$ cat src/hw/rtl/crsf_pkg.sv
// Shared constants and types for the CRSF RC frame receiver.
package crsf_pkg;

   // Request kinds
   localparam logic REQ_BYTE = 1'b0;
   localparam logic REQ_TICK = 1'b1;

   // Result status codes
   localparam logic [1:0] ST_OK        = 2'd0;
   localparam logic [1:0] ST_CRC_ERR   = 2'd1;
   localparam logic [1:0] ST_LINK_DOWN = 2'd2;

   // Framing constants
   localparam logic [7:0] SYNC_BYTE      = 8'hC8;
   localparam logic [7:0] RC_TYPE        = 8'h16;
   localparam int         RC_PAYLOAD_LEN = 22;
   localparam logic [7:0] RC_LEN_BYTE    = 8'(RC_PAYLOAD_LEN + 2);
   localparam logic [7:0] MIN_LEN        = 8'd4;
   localparam logic [7:0] CRC_POLY       = 8'hD5;
   localparam int         CH_BITS        = 11;
   localparam int         PAYLOAD_BITS   = RC_PAYLOAD_LEN * 8;

   localparam logic [15:0] TIMEOUT_RESET = 16'd500;

   // Control into the bit-serial CRC unit
   typedef struct packed {
      logic       clear;
      logic       start;
      logic [7:0] data;
   } crc_ctrl_type;

   // Control into the payload shift register
   typedef struct packed {
      logic       load;
      logic       advance;
      logic [7:0] data;
   } chan_ctrl_type;

endpackage

$ cat src/hw/rtl/crsf_crc.sv
// Bit-serial CRC-8 (poly 0xD5) unit, one shift step per cycle.
module crsf_crc (
   input  logic                   clock,
   input  logic                   reset,
   input  crsf_pkg::crc_ctrl_type ctrl,
   output logic [7:0]             crc,
   output logic                   busy
);

   logic [7:0] crc_ff, crc_in;
   logic [2:0] bit_ff, bit_in;
   logic       busy_ff, busy_in;

   // clear on sync, fold byte in on start, then eight shift steps
   always_comb begin
      crc_in  = crc_ff;
      bit_in  = bit_ff;
      busy_in = busy_ff;
      if (ctrl.clear) begin
         crc_in = '0;
      end else if (ctrl.start) begin
         crc_in  = crc_ff ^ ctrl.data;
         bit_in  = '0;
         busy_in = 1'b1;
      end else if (busy_ff) begin
         if (crc_ff[7]) begin
            crc_in = {crc_ff[6:0], 1'b0} ^ crsf_pkg::CRC_POLY;
         end else begin
            crc_in = {crc_ff[6:0], 1'b0};
         end
         bit_in = bit_ff + 3'd1;
         if (bit_ff == 3'd7) begin
            busy_in = 1'b0;
         end
      end
   end

   always_ff @(posedge clock) begin
      if (reset) begin
         crc_ff  <= '0;
         bit_ff  <= '0;
         busy_ff <= 1'b0;
      end else begin
         crc_ff  <= crc_in;
         bit_ff  <= bit_in;
         busy_ff <= busy_in;
      end
   end

   assign crc  = crc_ff;
   assign busy = busy_ff;

endmodule

$ cat src/hw/rtl/crsf_chan.sv
// Payload shift register: bytes shift in, 11-bit channels shift out.
module crsf_chan (
   input  logic                    clock,
   input  crsf_pkg::chan_ctrl_type ctrl,
   output logic [10:0]             value
);

   localparam int PB = crsf_pkg::PAYLOAD_BITS;
   localparam int CB = crsf_pkg::CH_BITS;

   logic [PB-1:0] sr_ff, sr_in;

   // byte enters at the top so the first payload byte ends at the bottom
   always_comb begin
      sr_in = sr_ff;
      if (ctrl.load) begin
         sr_in = {ctrl.data, sr_ff[PB-1:8]};
      end else if (ctrl.advance) begin
         sr_in = {{CB{1'b0}}, sr_ff[PB-1:CB]};
      end
   end

   always_ff @(posedge clock) begin
      sr_ff <= sr_in;
   end

   assign value = sr_ff[CB-1:0];

endmodule

$ cat src/hw/rtl/crsf_rc_frame_receiver.sv
// Top level of the CRSF RC frame receiver.
//
// Input requests carry either one received serial byte or a tick only, with
// the current millisecond time. The parser hunts for sync 0xC8, takes the
// length byte, checks the CRC-8 (poly 0xD5) over type and payload and
// decodes good RC-channel frames into one 11-bit channel per result.
// Every request gives exactly one result, except the final byte of a good RC
// frame, which gives NUM_CHANNELS results, one per cycle while rsp_tready is
// high, the last one with rsp_tlast set. The first result shows in the cycle
// after its request is taken. A byte that enters the CRC keeps the bit-serial
// CRC unit busy, and the next request is taken once that unit is free and
// all results of the previous request have been taken. While the receiver
// holds rsp_tready low the result stays registered and no request is taken.
// Reset (synchronous) clears the parser, CRC, link state and the timeout
// register to 500 ms; no clearing pass is needed.
module crsf_rc_frame_receiver #(
   parameter int MAX_FRAME_LEN = 64,
   parameter int NUM_CHANNELS  = 16
) (
   input  logic        clock,
   input  logic        reset,
   input  logic        req_tvalid,
   output logic        req_tready,
   input  logic [39:0] req_tdata,   // rx_byte[7:0], now_ms[39:8]
   input  logic        req_tuser,   // req_type[0]
   output logic        rsp_tvalid,
   input  logic        rsp_tready,
   output logic [23:0] rsp_tdata,   // link_up[0], channel_valid[1],
                                    // channel_index[5:2], channel_value[16:6]
   output logic [1:0]  rsp_tuser,   // status[1:0]
   output logic        rsp_tlast,
   input  logic        csr_wr_en,
   input  logic [15:0] csr_wr_data
);

   localparam int CW = $clog2(MAX_FRAME_LEN + 2);
   localparam int MW = (CW > 8) ? CW : 8;

   localparam logic S_IDLE = 1'b0;
   localparam logic S_EMIT = 1'b1;

   logic          st_ff, st_in;
   logic [CW-1:0] bc_ff, bc_in;
   logic [7:0]    el_ff, el_in;
   logic [7:0]    len_ff, len_in;
   logic [7:0]    type_ff, type_in;
   logic [31:0]   last_ff, last_in;
   logic          link_ff, link_in;
   logic [15:0]   timeout_ff;
   logic [1:0]    ost_ff, ost_in;
   logic          rc_ff, rc_in;
   logic [3:0]    idx_ff, idx_in;

   logic          req_acc, rsp_acc, is_byte, out_last;
   logic [7:0]    rx_byte, new_el;
   logic [31:0]   now_ms, elapsed;
   logic          timed_out, rc_good, crc_err;
   logic [MW-1:0] pos_w, el_w;
   logic [7:0]    crc_val;
   logic          crc_busy;
   logic [10:0]   chan_value;

   crsf_pkg::crc_ctrl_type  crc_ctrl;
   crsf_pkg::chan_ctrl_type chan_ctrl;

   assign rx_byte = req_tdata[7:0];
   assign now_ms  = req_tdata[39:8];
   assign req_tready = (st_ff == S_IDLE) && !crc_busy;
   assign req_acc = req_tvalid && req_tready;
   assign rsp_acc = rsp_tvalid && rsp_tready;
   assign is_byte = req_acc && (req_tuser == crsf_pkg::REQ_BYTE);
   assign new_el  = rx_byte + 8'd2;
   assign pos_w   = MW'(bc_ff);
   assign el_w    = MW'(el_ff);
   assign out_last = !rc_ff || (idx_ff == 4'(NUM_CHANNELS - 1));

   // frame parser
   always_comb begin
      bc_in    = bc_ff;
      el_in    = el_ff;
      len_in   = len_ff;
      type_in  = type_ff;
      crc_ctrl = '0;
      crc_ctrl.data = rx_byte;
      chan_ctrl = '0;
      chan_ctrl.data = rx_byte;
      chan_ctrl.advance = rsp_acc && rc_ff;
      rc_good  = 1'b0;
      crc_err  = 1'b0;
      if (is_byte) begin
         if (bc_ff == '0) begin
            if (rx_byte == crsf_pkg::SYNC_BYTE) begin
               bc_in = CW'(1);
               crc_ctrl.clear = 1'b1;
            end
         end else if (pos_w <= MW'(MAX_FRAME_LEN)) begin
            bc_in = bc_ff + CW'(1);
            if (bc_ff == CW'(1)) begin
               len_in = rx_byte;
               el_in  = new_el;
               if (MW'(new_el) > MW'(MAX_FRAME_LEN) || new_el < crsf_pkg::MIN_LEN) begin
                  bc_in = '0;
                  el_in = '0;
               end
            end else if (el_ff != '0) begin
               if (bc_ff == CW'(2)) begin
                  type_in = rx_byte;
               end
               // type and payload bytes go through the CRC
               if (pos_w < el_w - MW'(1)) begin
                  crc_ctrl.start = 1'b1;
                  if (pos_w >= MW'(3)) begin
                     chan_ctrl.load = 1'b1;
                  end
               end
               // final byte holds the CRC
               if (pos_w + MW'(1) >= el_w) begin
                  if (crc_val == rx_byte) begin
                     if (type_ff == crsf_pkg::RC_TYPE && len_ff == crsf_pkg::RC_LEN_BYTE) begin
                        rc_good = 1'b1;
                     end
                  end else begin
                     crc_err = 1'b1;
                  end
                  bc_in = '0;
                  el_in = '0;
               end
            end
         end else begin
            bc_in = '0;
            el_in = '0;
         end
      end
   end

   // link timeout
   assign elapsed   = now_ms - last_ff;
   assign timed_out = elapsed > {16'd0, timeout_ff};

   always_comb begin
      last_in = last_ff;
      link_in = link_ff;
      if (req_acc) begin
         if (rc_good) begin
            last_in = now_ms;
         end
         link_in = rc_good || (link_ff && !timed_out);
      end
   end

   // result sequencing
   always_comb begin
      st_in  = st_ff;
      ost_in = ost_ff;
      rc_in  = rc_ff;
      idx_in = idx_ff;
      unique case (st_ff)
         S_IDLE: begin
            if (req_acc) begin
               st_in  = S_EMIT;
               rc_in  = rc_good;
               idx_in = '0;
               if (!link_in) begin
                  ost_in = crsf_pkg::ST_LINK_DOWN;
               end else if (crc_err) begin
                  ost_in = crsf_pkg::ST_CRC_ERR;
               end else begin
                  ost_in = crsf_pkg::ST_OK;
               end
            end
         end
         S_EMIT: begin
            if (rsp_acc) begin
               if (out_last) begin
                  st_in = S_IDLE;
               end else begin
                  idx_in = idx_ff + 4'd1;
               end
            end
         end
         default: st_in = S_IDLE;
      endcase
   end

   always_ff @(posedge clock) begin
      if (reset) begin
         st_ff      <= S_IDLE;
         bc_ff      <= '0;
         el_ff      <= '0;
         last_ff    <= '0;
         link_ff    <= 1'b0;
         timeout_ff <= crsf_pkg::TIMEOUT_RESET;
         rc_ff      <= 1'b0;
         idx_ff     <= '0;
      end else begin
         st_ff   <= st_in;
         bc_ff   <= bc_in;
         el_ff   <= el_in;
         last_ff <= last_in;
         link_ff <= link_in;
         rc_ff   <= rc_in;
         idx_ff  <= idx_in;
         if (csr_wr_en) begin
            timeout_ff <= csr_wr_data;
         end
      end
   end

   // payload-side registers
   always_ff @(posedge clock) begin
      len_ff  <= len_in;
      type_ff <= type_in;
      ost_ff  <= ost_in;
   end

   crsf_crc u_crc (
      .clock (clock),
      .reset (reset),
      .ctrl  (crc_ctrl),
      .crc   (crc_val),
      .busy  (crc_busy)
   );

   crsf_chan u_chan (
      .clock (clock),
      .ctrl  (chan_ctrl),
      .value (chan_value)
   );

   // result outputs
   assign rsp_tvalid = (st_ff == S_EMIT);
   assign rsp_tuser  = ost_ff;
   assign rsp_tlast  = out_last;
   assign rsp_tdata  = {7'd0,
                        rc_ff ? chan_value : 11'd0,
                        rc_ff ? idx_ff : 4'd0,
                        rc_ff,
                        link_ff};

endmodule

$ cat config.mk
export PLATFORM = sky130hd
export DESIGN_NAME = crsf_rc_frame_receiver
export DESIGN_NICKNAME = d
export VERILOG_FILES = /design/src/hw/rtl/crsf_pkg.sv /design/src/hw/rtl/crsf_crc.sv /design/src/hw/rtl/crsf_chan.sv /design/src/hw/rtl/crsf_rc_frame_receiver.sv
export SDC_FILE = /design/constraint.sdc
export NUM_CORES = 1
export LEC_CHECK = 0
export BUFFER_PORTS_ARGS = -buffer_cell sky130_fd_sc_hd__buf_2
export CAP_MARGIN = 20
export CORE_ASPECT_RATIO = 1.5
export CORE_MARGIN = 10
export CORE_UTILIZATION = 50
export CTS_CLUSTER_SIZE = 20
export DETAILED_ROUTE_END_ITERATION = 10
export MAX_ROUTING_LAYER = met4
export PLACE_DENSITY = 0.68
export SLEW_MARGIN = 20
export SYNTH_ARGS = -nofsm -noshare
export SYNTH_HDL_FRONTEND = slang
export SYNTH_SLANG_ARGS = --single-unit
$ cat constraint.sdc
create_clock -name clock -period 8.14 [get_ports clock]
set_clock_uncertainty 0.2 [all_clocks]
set_input_delay 0.407 -clock clock [delete_from_list [all_inputs] [get_ports clock]]
set_output_delay 0.407 -clock clock [all_outputs]
set_load 0.01 [all_outputs]
Word level (Yosys, flattened, before mapping)
Index checks and enable logic that the tools add are counted.

storage, ports and cells
  register bits after elaboration = 276
  bits of input ports = 62
  logic and storage cells = 140

operators by class
  $add $sub $neg = 7
  magnitude comparators = 7
  equal/unequal tests = 14
  multiplexer cells = 64
  bitwise logic cells = 7
  reductions and logical operators = 26

operator list
  kind                   count
  $mux W176              2
  $mux W8                8
  $mux W7                7
  $mux W1                37
  $gt A32 B16 Y1         1
  $sub A32 B32 Y32       1
  $eq A8 B5 Y1 const B   2
  $mux W4                4
  $mux W11               1
  $add A7 B1 Y8 const B  1
  $add A8 B2 Y8 const B  1
  $eq A8 B8 Y1           1
  $eq A8 B8 Y1 const B   1
  $ge A8 B8 Y1           1
  $gt A8 B7 Y1 const B   1
  $lt A7 B8 Y1           1
  $lt A8 B3 Y1 const B   1
  $pmux W4 S2            1
  $reduce_and A2 Y1      4
  $reduce_and A4 Y1      2
  $reduce_bool A8 Y1     1
  $sub A8 B1 Y8 const B  1
  $xor A8 B8 Y8          1
  $add A7 B1 Y7 const B  1
  other kinds (24)       43

Depth between registers and ports, before layout
Gate-level depths: netlist (run 1).

  depth after elaboration = 12
  mapped depth = 20

By module
From an unflattened synthesis (run 1), not the netlist that was laid out.

second synthesis, totals
  cells, all modules = 1287
  area, all modules = 15324.7 um2

by module, submodules not included
  module                  times used  cells an instance  area an instance (um2)
  crsf_chan               1           384                7876.3
  crsf_rc_frame_receiver  1           830                6787.8
  crsf_crc                1           73                 660.6

Least setup slack after synthesis (run 1)
Ideal clock, no wire load.

  path kind = register to register
  from = register el_ff[0]
  to = register u_chan.sr_ff[0], enable pin
  library setup time = 0.543 ns
  arrival = 6.341 ns
  slack = 1.056 ns
  cell stages (with the launch flop) = 16
  path through = dfxtp_1 -> inv_1 -> ha_1 -> ha_1 -> nor2b_1 -> o21a_1 -> o21a_1 -> o21a_1 -> o21ai_0 -> a21oi_1 -> nor2b_1 -> buf_2 -> nand2_1 -> buf_2 -> buf_2 -> nand2_1

between the ends
  word-level cells in the longest chain between the ends = 9

RTL lines
  element                                line                           RTL
  start, declared                        crsf_rc_frame_receiver.sv:44   logic [7:0] el_ff, el_in;
  start signal, assigned                 crsf_rc_frame_receiver.sv:198  el_ff <= el_in;
  $sub A8 B1 Y8                          crsf_rc_frame_receiver.sv:110  if (pos_w < el_w - MW'(1)) begin
  $lt A7 B8 Y1                           crsf_rc_frame_receiver.sv:110
  $mux W1                                crsf_rc_frame_receiver.sv:110
  $mux W1 *                              crsf_rc_frame_receiver.sv:105  end else if (el_ff != '0) begin
  $mux W1 *                              crsf_rc_frame_receiver.sv:98   if (bc_ff == CW'(1)) begin
  $mux W1 *                              crsf_rc_frame_receiver.sv:96   end else if (pos_w <= MW'(MAX_FRAME_LEN)) begin
  $mux W1 *                              crsf_rc_frame_receiver.sv:91   if (bc_ff == '0) begin
  $mux W1 *                              crsf_rc_frame_receiver.sv:90   if (is_byte) begin
  $reduce_bool A2 Y1 (no source line) *  -
  end signal, assigned                   crsf_chan.sv:24                sr_ff <= sr_in;
  end, declared                          crsf_chan.sv:11                logic [PB-1:0] sr_ff, sr_in;

Every way passes the cells marked *; elsewhere a longest branch is shown, timed or not.
A chain may end at the register's enable or synchronous reset.

Worst setup path after layout (run 1)
  from = input port req_tdata[8]
  to = register ost_ff[1], in the netlist rsp_tuser[1], data pin

between the ends
  word-level cells in the longest chain between the ends = 6

RTL lines
  element               line                           RTL
  start, declared       crsf_rc_frame_receiver.sv:24   input logic [39:0] req_tdata,
  $sub A32 B32 Y32      crsf_rc_frame_receiver.sv:137  assign elapsed = now_ms - last_ff;
  $gt A32 B16 Y1        crsf_rc_frame_receiver.sv:138  assign timed_out = elapsed > {16'd0, timeout_ff};
  $logic_not A1 Y1      crsf_rc_frame_receiver.sv:147  link_in = rc_good || (link_ff && !timed_out);
  $logic_and A1 B1 Y1   crsf_rc_frame_receiver.sv:147
  $logic_or A1 B1 Y1    crsf_rc_frame_receiver.sv:147
  $mux W1               crsf_rc_frame_receiver.sv:143  if (req_acc) begin
  end signal, assigned  crsf_rc_frame_receiver.sv:213  ost_ff <= ost_in;
  end, declared         crsf_rc_frame_receiver.sv:50   logic [1:0] ost_ff, ost_in;

Every way passes these cells.

==> flow_metrics.py, run 1 <==
metrics = {
    "outcome": {
        "status": "finished, final reports clean",
    },
    "critical_path": {
        "path_buf_inv": 3,
        "arrival_ns": 5.10,
        "worst-path-max-fanout": 5,
        "r2r_slack_ns": 3.33,
        "path_class": "input pin to flip-flop",
        "cpMostUsedCell": "nor2_1",
        "crit_start": "req_tdata[8]",
        "crit_path_top_delay_cell": "dlygate4sd3_1",
        "path_cells": "dlygate4sd3_1 > buf_2 > inv_1 > ha_1 > fa_1 > and2b_1 > o2111ai_2 > a21oi_1 > nor2_1 > nor2_1 > nor2_1 > xnor2_1 > ha_1 > and4_1 > nand2_1 > a21oi_1 > o32a_1 > or4_1 > nor4_1 > nand3_2 > o41ai_2 > nor2_1",
        "slowest_delay_ns": 0.52,
        "critPathRequiredTime_ns": 8.23,
        "end_kind": "flip-flop",
        "cp-endpoint": "rsp_tuser[1]",
        "reg2regPathDepth": 14,
        "critical_path.top_delay_family": "simple AND/OR/NAND/NOR gates",
        "r2r_end": "u_chan.sr_ff[87]",
        "cp-start-kind": "input pin",
        "cp.depth": 22,
        "reg2reg_from": "el_ff[0]",
    },
    "route": {
        "num_vias": 9709,
        "drt_iter0_drc": 456,
        "viasPerCell": 5.38,
        "drc": 0,
        "first_pass_iters": 4,
        "wirelength_mm": 30.4,
        "drtAntennaViolNets": 0,
        "avgRoutedWirePerCell_um": 16.9,
    },
    "global_routing": {
        "grt_use_total_pct": 16.7,
        "grt_max_degree": 93,
        "overflow": 0,
        "grt_pass1_vias": 10100,
        "grt_antenna_before_repair": 2,
        "grt_pass1_wl_mm": 50.1,
    },
    "timing": {
        "hold_viol": 0,
        "period_share_pct": 61.6,
        "fin_ws_ns": 3.13,
        "rsz0062_at_grt": "no",
        "relSlewSlack_pct": 29.5,
        "min_period_ns": 5.01,
        "finalSetupTns_ns": 0,
        "maxSlewViolCount": 0,
        "fmax_mhz": 200,
        "tightest_slew_ns": 1.06,
        "setup_violations": 0,
    },
    "power": {
        "p_leak_nw": 5.26,
        "powerDensity_nw_per_um2": 177,
        "switching_share_pct": 22.4,
        "finalPower_mw": 2.95,
        "pwr-share-seq_pct": 50.6,
        "pwr-share-clk_pct": 42.5,
        "irDropWorstVdd_uv": 157,
        "switchingPower_mw": 0.660,
        "p_comb_share_pct": 7.0,
        "internal-power_mw": 2.29,
    },
    "clocking": {
        "clock_latency_ns": 0.57,
        "cts_max_path_buffers": 3,
        "cts_tree": "built",
        "postCtsSetupRepairBufs": 0,
        "root_buffer": "clkbuf_16",
        "clk_pin_slew_ns": 0.06,
        "cts_made_buffers": 27,
        "cts_sinks": 276,
        "cts_max_level": 1,
    },
    "floorplanning": {
        "num_io_pins": 91,
        "num_rows": 76,
        "fp.dieW_um": 160,
        "die_y_um": 230,
        "coreArea_um2": 28800,
        "dieArea_um2": 36600,
        "start_util_pct": 50.8,
    },
    "yosys": {
        "ys_ff_latch": 276,
        "syn_area_per_cell_um2": 11.4,
        "synth_cells": 1279,
        "synth_edf_count": 194,
        "async_reset_ff_share_pct": 0,
        "ys_seq_area_share_pct": 51.0,
        "synth_flop_cell": "edfxtp_1",
        "yosysWarnings": 0,
        "synth_area_um2": 14600,
        "synth_cell_types": 82,
    },
    "placement": {
        "io_buffers": 83,
        "dp_hpwl_mm": 21.2,
        "place.gp.congestion": 0.881,
        "numPlacedInstances": 1696,
        "dp_slack_ns": 3.13,
    },
    "final_layout": {
        "syn_to_final_growth_pct": 14.1,
        "mostFrequentLayoutCell": "edfxtp_1",
        "nFillCells": 2443,
        "layout_common_cells": "194 x edfxtp_1, 166 x mux2_2, 128 x nand2_1, 101 x a21oi_1, 83 x buf_2",
        "finalCoreUtilization_pct": 57.9,
        "drive_gt1_share_pct": 23.5,
        "final_cells": 1803,
        "finalNetCount": 1525,
    },
    "worst_hold_path": {
        "hp-class": "input pin to flip-flop",
        "hold_depth": 1,
    },
    "flow_run": {
        "cap_violations": 0,
    },
}
## layout make-up
class,instances,area [um^2],share of cell area (%)
Clock inverter,19,200,1.20
Timing Repair Buffer,146,1040,6.22
Multi-Input combinational cell,868,6540,39.2
Clock buffer,31,691,4.14
Sequential cell,276,7470,44.7
Inverter,71,267,1.60
Tap cell,390,488,2.92
Antenna cell,2,5.00,0.0300
## worst min path at each step
stage,from,to,slack (ns)
finish,req_tdata[1],type_ff[1],0.03
global route,req_tdata[1],type_ff[1],0.02
CTS,req_tdata[1],len_ff[1],0.01
detailed placement,last_ff[8],last_ff[8],0.25
global placement,last_ff[25],last_ff[25],0.24
floorplan,last_ff[10],last_ff[10],0.23
## sequential cells by signal, summed over array words and instances (netlist names)
signal / count
el_ff: 8
u_chan.sr_ff: 176
u_crc.busy: 1
bc_ff: 7
link_ff: 1
rsp_tvalid: 1
u_crc.crc: 8
type_ff: 8
rsp_tuser: 2
u_crc.bit_ff: 3
len_ff: 8
idx_ff: 4
rc_ff: 1
timeout_ff: 16
last_ff: 32
## stage by stage
stage	cell area (um^2)	hold slack [ns]
2_1_floorplan	14700	0.232
3_3_place_gp	15200	0.237
3_5_place_dp	15200	0.246
4_1_cts	16700	0.0123
5_1_grt	16700	0.0229
6_report	16700	0.0322
## cell families after synthesis
| kind of cell | Yosys count | synth area share [%] |
|---|---|---|
| other | 1 | 0.0256 |
| adder cells (fa/ha/maj) | 73 | 6.29 |
| AO/OA/AOI/OAI | 217 | 9.69 |
| flip-flops | 276 | 51.0 |
| XOR/XNOR | 52 | 3.11 |
| multiplexers | 183 | 13.9 |
| buffers and inverters | 141 | 4.53 |
| AND/OR/NAND/NOR | 336 | 11.4 |
## per-layer routing
metal / up-vias / wire (um) / track usage, %
met5: - / 0 / -
met4: 0 / 743 / 5.26
met3: 45 / 1210 / 2.76
met2: 164 / 16600 / 31.4
met1: 4657 / 11800 / 17.3
li1: 4843 / - / -
## what timing repair did
action | CTS | global route
endpoints found under the hold margin | 61 | 0
hold buffers | 55 | 0
resized for setup | 0 | 0
## power groups by stage
stage | sequential [mW] | combinational, mW | clock [mW]
2_1_floorplan | 1.52 | 0.132 | 0
3_3_place_gp | 1.52 | 0.181 | 0
3_5_place_dp | 1.52 | 0.183 | 0
4_1_cts | 1.49 | 0.205 | 1.29
5_1_grt | 1.49 | 0.229 | 1.34
6_report | 1.49 | 0.205 | 1.25
## synthesized netlist by cell type, types with 4 or more instances
master	count	share of area (%)
a21o_1	17	0.87
a21oi_1	101	3.5
a21oi_2	4	0.24
a32oi_1	5	0.30
and2_1	18	0.77
and3_1	14	0.60
buf_2	27	0.92
buf_4	12	0.62
buf_6	5	0.38
clkbuf_1	22	0.56
dfxtp_1	82	11
edfxtp_1	194	40
ha_1	72	6.2
inv_1	71	1.8
mux2_2	166	13
mux2i_1	17	1.2
nand2_1	130	3.3
nand2b_1	9	0.38
nand3_1	18	0.62
nand4_1	20	0.86
nor2_1	63	1.6
nor2b_1	6	0.26
nor3_1	16	0.55
nor3b_1	4	0.21
nor4_1	5	0.21
nor4b_1	4	0.24
o211ai_1	14	0.72
o21a_1	10	0.51
o21ai_0	17	0.58
o21ai_1	10	0.34
or3_1	5	0.21
or4_1	4	0.21
xnor2_1	26	1.6
xor2_1	26	1.6
(Power assumes the default switching activity.)
==> inputs of run 2 (changes only) <==
PLACE_DENSITY = 0.7   (was 0.68)
clock period = 4.58 ns   (was 8.14 ns; I/O delays follow)
==> run 2 against run 1 <==
Power increased by 82%. Largest cell class unchanged. Combinational power up 95%. Hold slack got worse by 0.0013 ns.
==> flow_metrics.py, run 2 (synthesis gave the netlist of run 1 again) <==
metrics = {
    "outcome": {
        "status": "finished, final reports clean",
    },
    "floorplanning": {
        "die_y_um": 230,
        "dieArea_um2": 36600,
        "coreArea_um2": 28800,
        "start_util_pct": 50.8,
        "num_io_pins": 91,
        "fp.dieW_um": 160,
        "num_rows": 76,
    },
    "final_layout": {
        "reg_top3": "u_chan.sr_ff (176), last_ff (32), timeout_ff (16)",
        "largest_reg_flops": 176,
        "max_flop_register": "u_chan.sr_ff",
        "finalCoreUtilization_pct": 59.5,
        "stdcell_area_um2": 17100,
        "syn_to_final_growth_pct": 17.1,
        "nFillCells": 2345,
        "finalNetCount": 1558,
        "multi_input_area_um2": 6620,
        "drive_gt1_share_pct": 24.8,
        "regArea_um2": 7470,
        "final_cells": 1835,
        "layout_common_cells": "194 x edfxtp_1, 166 x mux2_2, 128 x nand2_1, 98 x a21oi_1, 82 x buf_2",
        "mostFrequentLayoutCell": "edfxtp_1",
    },
    "route": {
        "drt_iter0_drc": 549,
        "num_vias": 9935,
        "wirelength_mm": 31.1,
        "drc": 0,
        "first_pass_iters": 7,
        "avgRoutedWirePerCell_um": 16.9,
        "drtAntennaViolNets": 0,
        "viasPerCell": 5.41,
    },
    "timing": {
        "tightest_slew_ns": 0.930,
        "setup_violations": 0,
        "rsz0062_at_grt": "yes",
        "finalSetupTns_ns": 0,
        "relSlewSlack_pct": 38.0,
        "fin_ws_ns": 0.238,
        "period_share_pct": 94.8,
        "hold_viol": 0,
        "holdWs_ns": 0.0309,
        "min_period_ns": 4.34,
        "maxSlewViolCount": 0,
        "fmax_mhz": 230,
    },
    "global_routing": {
        "grt_max_degree": 78,
        "grt_pass1_wl_mm": 50.2,
        "grt_pass1_vias": 10100,
        "grt_antenna_before_repair": 1,
        "overflow": 0,
        "grt_use_total_pct": 16.8,
    },
    "critical_path": {
        "crit_path_top_delay_cell": "dlygate4sd3_1",
        "r2r_slack_ns": 0.24,
        "crit_start": "req_tdata[8]",
        "worst-path-max-fanout": 4,
        "critPathRequiredTime_ns": 4.80,
        "end_kind": "flip-flop",
        "critical_path.top_delay_family": "simple AND/OR/NAND/NOR gates",
        "cp-start-kind": "input pin",
        "slowest_delay_ns": 0.56,
        "r2r_end": "rsp_tuser[0]",
        "cp-endpoint": "rsp_tuser[0]",
        "path_cells": "dlygate4sd3_1 > inv_1 > ha_4 > fa_2 > and2b_1 > o2111ai_2 > buf_6 > a31oi_1 > xor2_1 > ha_1 > nand4_1 > nor2_1 > nand2_1 > a21oi_1 > o32a_1 > or4_4 > nor4_4 > nand3_2 > o41ai_4 > and3b_1",
        "path_buf_inv": 3,
        "reg2regPathDepth": 18,
        "cp.depth": 20,
        "reg2reg_from": "last_ff[0]",
        "path_class": "input pin to flip-flop",
        "arrival_ns": 4.56,
    },
    "power": {
        "p_leak_nw": 5.44,
        "switching_share_pct": 22.0,
        "p_comb_share_pct": 7.4,
        "powerDensity_nw_per_um2": 314,
        "finalPower_mw": 5.39,
        "irDropWorstVdd_uv": 281,
        "pwr-share-clk_pct": 43.3,
        "internal-power_mw": 4.20,
        "switchingPower_mw": 1.19,
        "pwr-share-seq_pct": 49.3,
    },
    "worst_hold_path": {
        "hp-class": "input pin to flip-flop",
    },
    "clocking": {
        "root_buffer": "clkbuf_16",
        "cts_made_buffers": 27,
        "cts_tree": "built",
        "cts_sinks": 276,
        "clk_pin_slew_ns": 0.06,
        "cts_max_level": 1,
        "clock_latency_ns": 0.55,
        "cts_max_path_buffers": 3,
    },
    "placement": {
        "dp_hpwl_mm": 21.5,
        "numPlacedInstances": 1712,
        "io_buffers": 83,
        "place_area_um2": 15400,
        "place.gp.congestion": 0.885,
        "dp_slack_ns": -0.118,
    },
    "flow_run": {
        "cap_violations": 0,
    },
}
[run 2: cell count changes in the layout (fill, tap and decap cells not counted), sizes merged]
cell | before | now
buf | 91 | 107
dlygate4sd3 | 55 | 72
diode | 2 | 1
bufinv | 3 | 5
clkinvlp | 3 | 4
clkinv | 11 | 8
[run 2: worst min-delay path by stage]
stage                       startpoint              to  slack [ns]  cells after the start
after floorplan           req_tdata[0]       len_ff[0]        0.13                      0
after global placement     last_ff[25]     last_ff[25]        0.24                      2
after detailed placement    last_ff[8]      last_ff[8]        0.24                      2
after CTS                    csr_wr_en  timeout_ff[14]       0.002                      3
after global routing         csr_wr_en   timeout_ff[3]        0.05                      3
final                        csr_wr_en  timeout_ff[13]        0.03                      3
[run 2: worst reg2reg max path, cell delays in order (launching register included)]
cell	delay (ns)
dfxtp_2	0.33
ha_4	0.16
fa_2	0.39
and2b_1	0.24
o2111ai_2	0.19
buf_6	0.17
a31oi_1	0.19
xor2_1	0.21
ha_1	0.26
nand4_1	0.14
nor2_1	0.05
nand2_1	0.08
a21oi_1	0.05
o32a_1	0.29
or4_4	0.43
nor4_4	0.15
nand3_2	0.11
o41ai_4	0.36
and3b_1	0.20
[run 2: layout make-up]
| cell class | instances | area share (%) |
|---|---|---|
| clock buffer | 31 | 4.03 |
| inverter | 71 | 1.56 |
| tap | 390 | 2.85 |
| sequential | 276 | 43.6 |
| antenna | 1 | 0.0146 |
| clock inverter | 19 | 1.38 |
| multi-input combinational | 868 | 38.6 |
| timing repair buffer | 179 | 7.94 |
[run 2: timing repair]
action | in CTS | in global routing
hold buffers | 72 | 0
pin swaps | 1 | 20
endpoints found under the hold margin | 81 | 0
buffers inserted | 0 | 1
cloned | 0 | 0
gates resized for setup | 3 | 12
endpoints found under the setup margin | 3 | 3
[run 2: power by group through the flow]
stage	Sequential, mW	Combinational, mW	Clock, mW
2_1_floorplan	2.71	0.235	0
3_3_place_gp	2.71	0.332	0
3_5_place_dp	2.71	0.336	0
4_1_cts	2.65	0.388	2.40
5_1_grt	2.65	0.441	2.49
6_report	2.65	0.400	2.33
[run 2: layer usage]
metal,up-vias,GRT usage (%),routed length [um]
met5,-,-,0
met4,0,5.46,720
met3,51,2.76,1370
met2,190,31.1,16900
met1,4784,17.7,12100
li1,4910,-,-
==> inputs of run 3 (changes only) <==
==> constraint.sdc (replaced) <==
create_clock -name clock -period 4.58 [get_ports clock]
set_clock_uncertainty 0.2 [all_clocks]
set_input_delay 0.687 -clock clock [delete_from_list [all_inputs] [get_ports clock]]
set_output_delay 0.687 -clock clock [all_outputs]
set_load 0.01 [all_outputs]
==> run 3 against run 2 <==
Non-clock buffer count down 54. Critical path type is now flip-flop to flip-flop. Via count is 2.8% lower. Hold slack better by 0.15 ns. Worst setup slack gained 0.039 ns. Core utilization shrank 2.4 points. Clock power fell by 8.6%. Highest routed layer unchanged. Routed wire length shrank 3.4%. Combinational power decreased by 11%. Largest power group unchanged. Clock-buffer cell count stayed put. Sequential share of layout area is 1.8 points higher.
==> flow_metrics.py, run 3 (synthesis gave the netlist of run 1 again) <==
metrics = {
    "timing": {
        "period_share_pct": 94.0,
        "setup_violations": 0,
        "finalSetupTns_ns": 0,
        "fin_ws_ns": 0.277,
        "hold_viol": 0,
        "min_period_ns": 4.30,
        "maxSlewViolCount": 0,
        "relSlewSlack_pct": 44.5,
        "rsz0062_at_grt": "no",
        "fmax_mhz": 232,
        "tightest_slew_ns": 0.832,
    },
    "power": {
        "irDropWorstVdd_uv": 271,
        "finalPower_mw": 5.14,
        "powerDensity_nw_per_um2": 313,
        "p_leak_nw": 5.21,
    },
    "critical_path": {
        "worst-path-max-fanout": 3,
        "crit_path_top_delay_cell": "or4_1",
        "reg2reg_from": "last_ff[0]",
        "path_buf_inv": 0,
        "path_cells": "ha_1 > fa_2 > and2b_2 > o2111ai_4 > a21oi_1 > nor2_1 > nor2_1 > nor2_1 > xnor2_1 > ha_1 > and4_1 > nand2_1 > a21oi_1 > o32a_1 > or4_1 > nor4_2 > nand3_2 > o41ai_4 > and3b_1",
        "r2r_slack_ns": 0.28,
        "critical_path.top_delay_family": "simple AND/OR/NAND/NOR gates",
        "critPathRequiredTime_ns": 4.79,
        "crit_start": "last_ff[0]",
        "end_kind": "flip-flop",
        "slowest_delay_ns": 0.42,
        "cp-start-kind": "flip-flop",
        "arrival_ns": 4.51,
        "cpMostUsedCell": "nor2_1",
        "path_class": "flip-flop to flip-flop",
    },
    "flow_run": {
        "cap_violations": 0,
    },
    "route": {
        "avgRoutedWirePerCell_um": 16.8,
        "first_pass_iters": 5,
        "wirelength_mm": 30.0,
        "drt_iter0_drc": 590,
        "drc": 0,
        "drtAntennaViolNets": 0,
        "num_vias": 9657,
        "viasPerCell": 5.42,
    },
    "clocking": {
        "clock_latency_ns": 0.55,
        "clk_pin_slew_ns": 0.06,
        "cts_made_buffers": 26,
        "cts_sinks": 276,
        "postCtsSetupRepairBufs": 0,
        "cts_tree": "built",
        "cts_max_level": 1,
        "root_buffer": "clkbuf_16",
        "cts_max_path_buffers": 3,
    },
    "placement": {
        "dp_hpwl_mm": 21.6,
        "dp_slack_ns": -0.375,
        "place_area_um2": 15600,
        "io_buffers": 83,
        "place.gp.congestion": 0.874,
    },
    "final_layout": {
        "drive_gt1_share_pct": 26.5,
        "syn_to_final_growth_pct": 12.3,
        "finalNetCount": 1503,
        "max_flop_register": "u_chan.sr_ff",
        "largest_reg_flops": 176,
        "layout_common_cells": "194 x edfxtp_1, 166 x mux2_2, 128 x nand2_1, 100 x a21oi_1, 83 x buf_2",
        "reg_top3": "u_chan.sr_ff (176), last_ff (32), timeout_ff (16)",
        "stdcell_area_um2": 16400,
        "mostFrequentLayoutCell": "edfxtp_1",
        "nFillCells": 2411,
    },
    "global_routing": {
        "grt_pass1_wl_mm": 49.3,
        "grt_antenna_before_repair": 3,
        "overflow": 0,
        "grt_max_degree": 168,
        "grt_pass1_vias": 9949,
        "grt_use_total_pct": 16.4,
    },
    "floorplanning": {
        "start_util_pct": 50.8,
        "coreArea_um2": 28800,
        "num_io_pins": 91,
        "fp.dieW_um": 160,
        "num_rows": 76,
        "dieArea_um2": 36600,
        "die_y_um": 230,
    },
    "outcome": {
        "status": "finished, final reports clean",
    },
    "worst_hold_path": {
        "hp-start": "csr_wr_data[1]",
        "hp-class": "input pin to flip-flop",
    },
}
==> run 3: what timing repair did <==
| item | CTS | global route |
|---|---|---|
| resized for setup | 0 | 4 |
| hold buffers | 0 | 0 |
| endpoints found under the setup margin | 0 | 3 |
==> run 3: path summary, 6_finish.rpt <==
kind,end,cells after the start
setup / recovery,rsp_tuser[0],19
hold / removal,timeout_ff[1],3
setup reg to reg,rsp_tuser[0],19
hold reg to reg,last_ff[30],2
==> run 3: area by class of cell <==
class	count	area, um^2	share of cell area (%)
Antenna cell	3	7.51	0.0457
Clock buffer	31	679	4.13
Clock inverter	17	161	0.982
Inverter	71	267	1.62
Multi-Input combinational cell	868	6590	40.1
Sequential cell	276	7470	45.4
Tap cell	390	488	2.97
Timing Repair Buffer	125	781	4.75
==> run 3: metal layers <==
layer / track usage, % / part of all wire (%) / up-vias
met5: - / 0 / -
met4: 5.34 / 2.4 / 0
met3: 2.73 / 4.6 / 50
met2: 30.4 / 54 / 165
met1: 17.3 / 39 / 4633
li1: - / - / 4809
==> run 3: worst min-delay path, stage by stage <==
cell and delay, ns:
buf_2 0.08, mux2i_1 0.06, nor2_1 0.07
==> run 3: where the power goes <==
group | leakage, nW | internal (mW) | switching [mW]
Sequential | 1.82 | 2.65 | 0.00554
Clock | 0.405 | 1.18 | 0.948
Combinational | 2.98 | 0.148 | 0.207
Total | 5.21 | 3.98 | 1.16
==> run 3: stage by stage <==
step,std cells,hold slack [ns],util [%]
3_5_place_dp,1730,0.243,54.0
2_1_floorplan,1285,0.232,-
4_1_cts,1778,0.153,57.0
6_report,1781,0.177,57.0
3_3_place_gp,1730,0.237,54.0
5_1_grt,1781,0.173,57.0
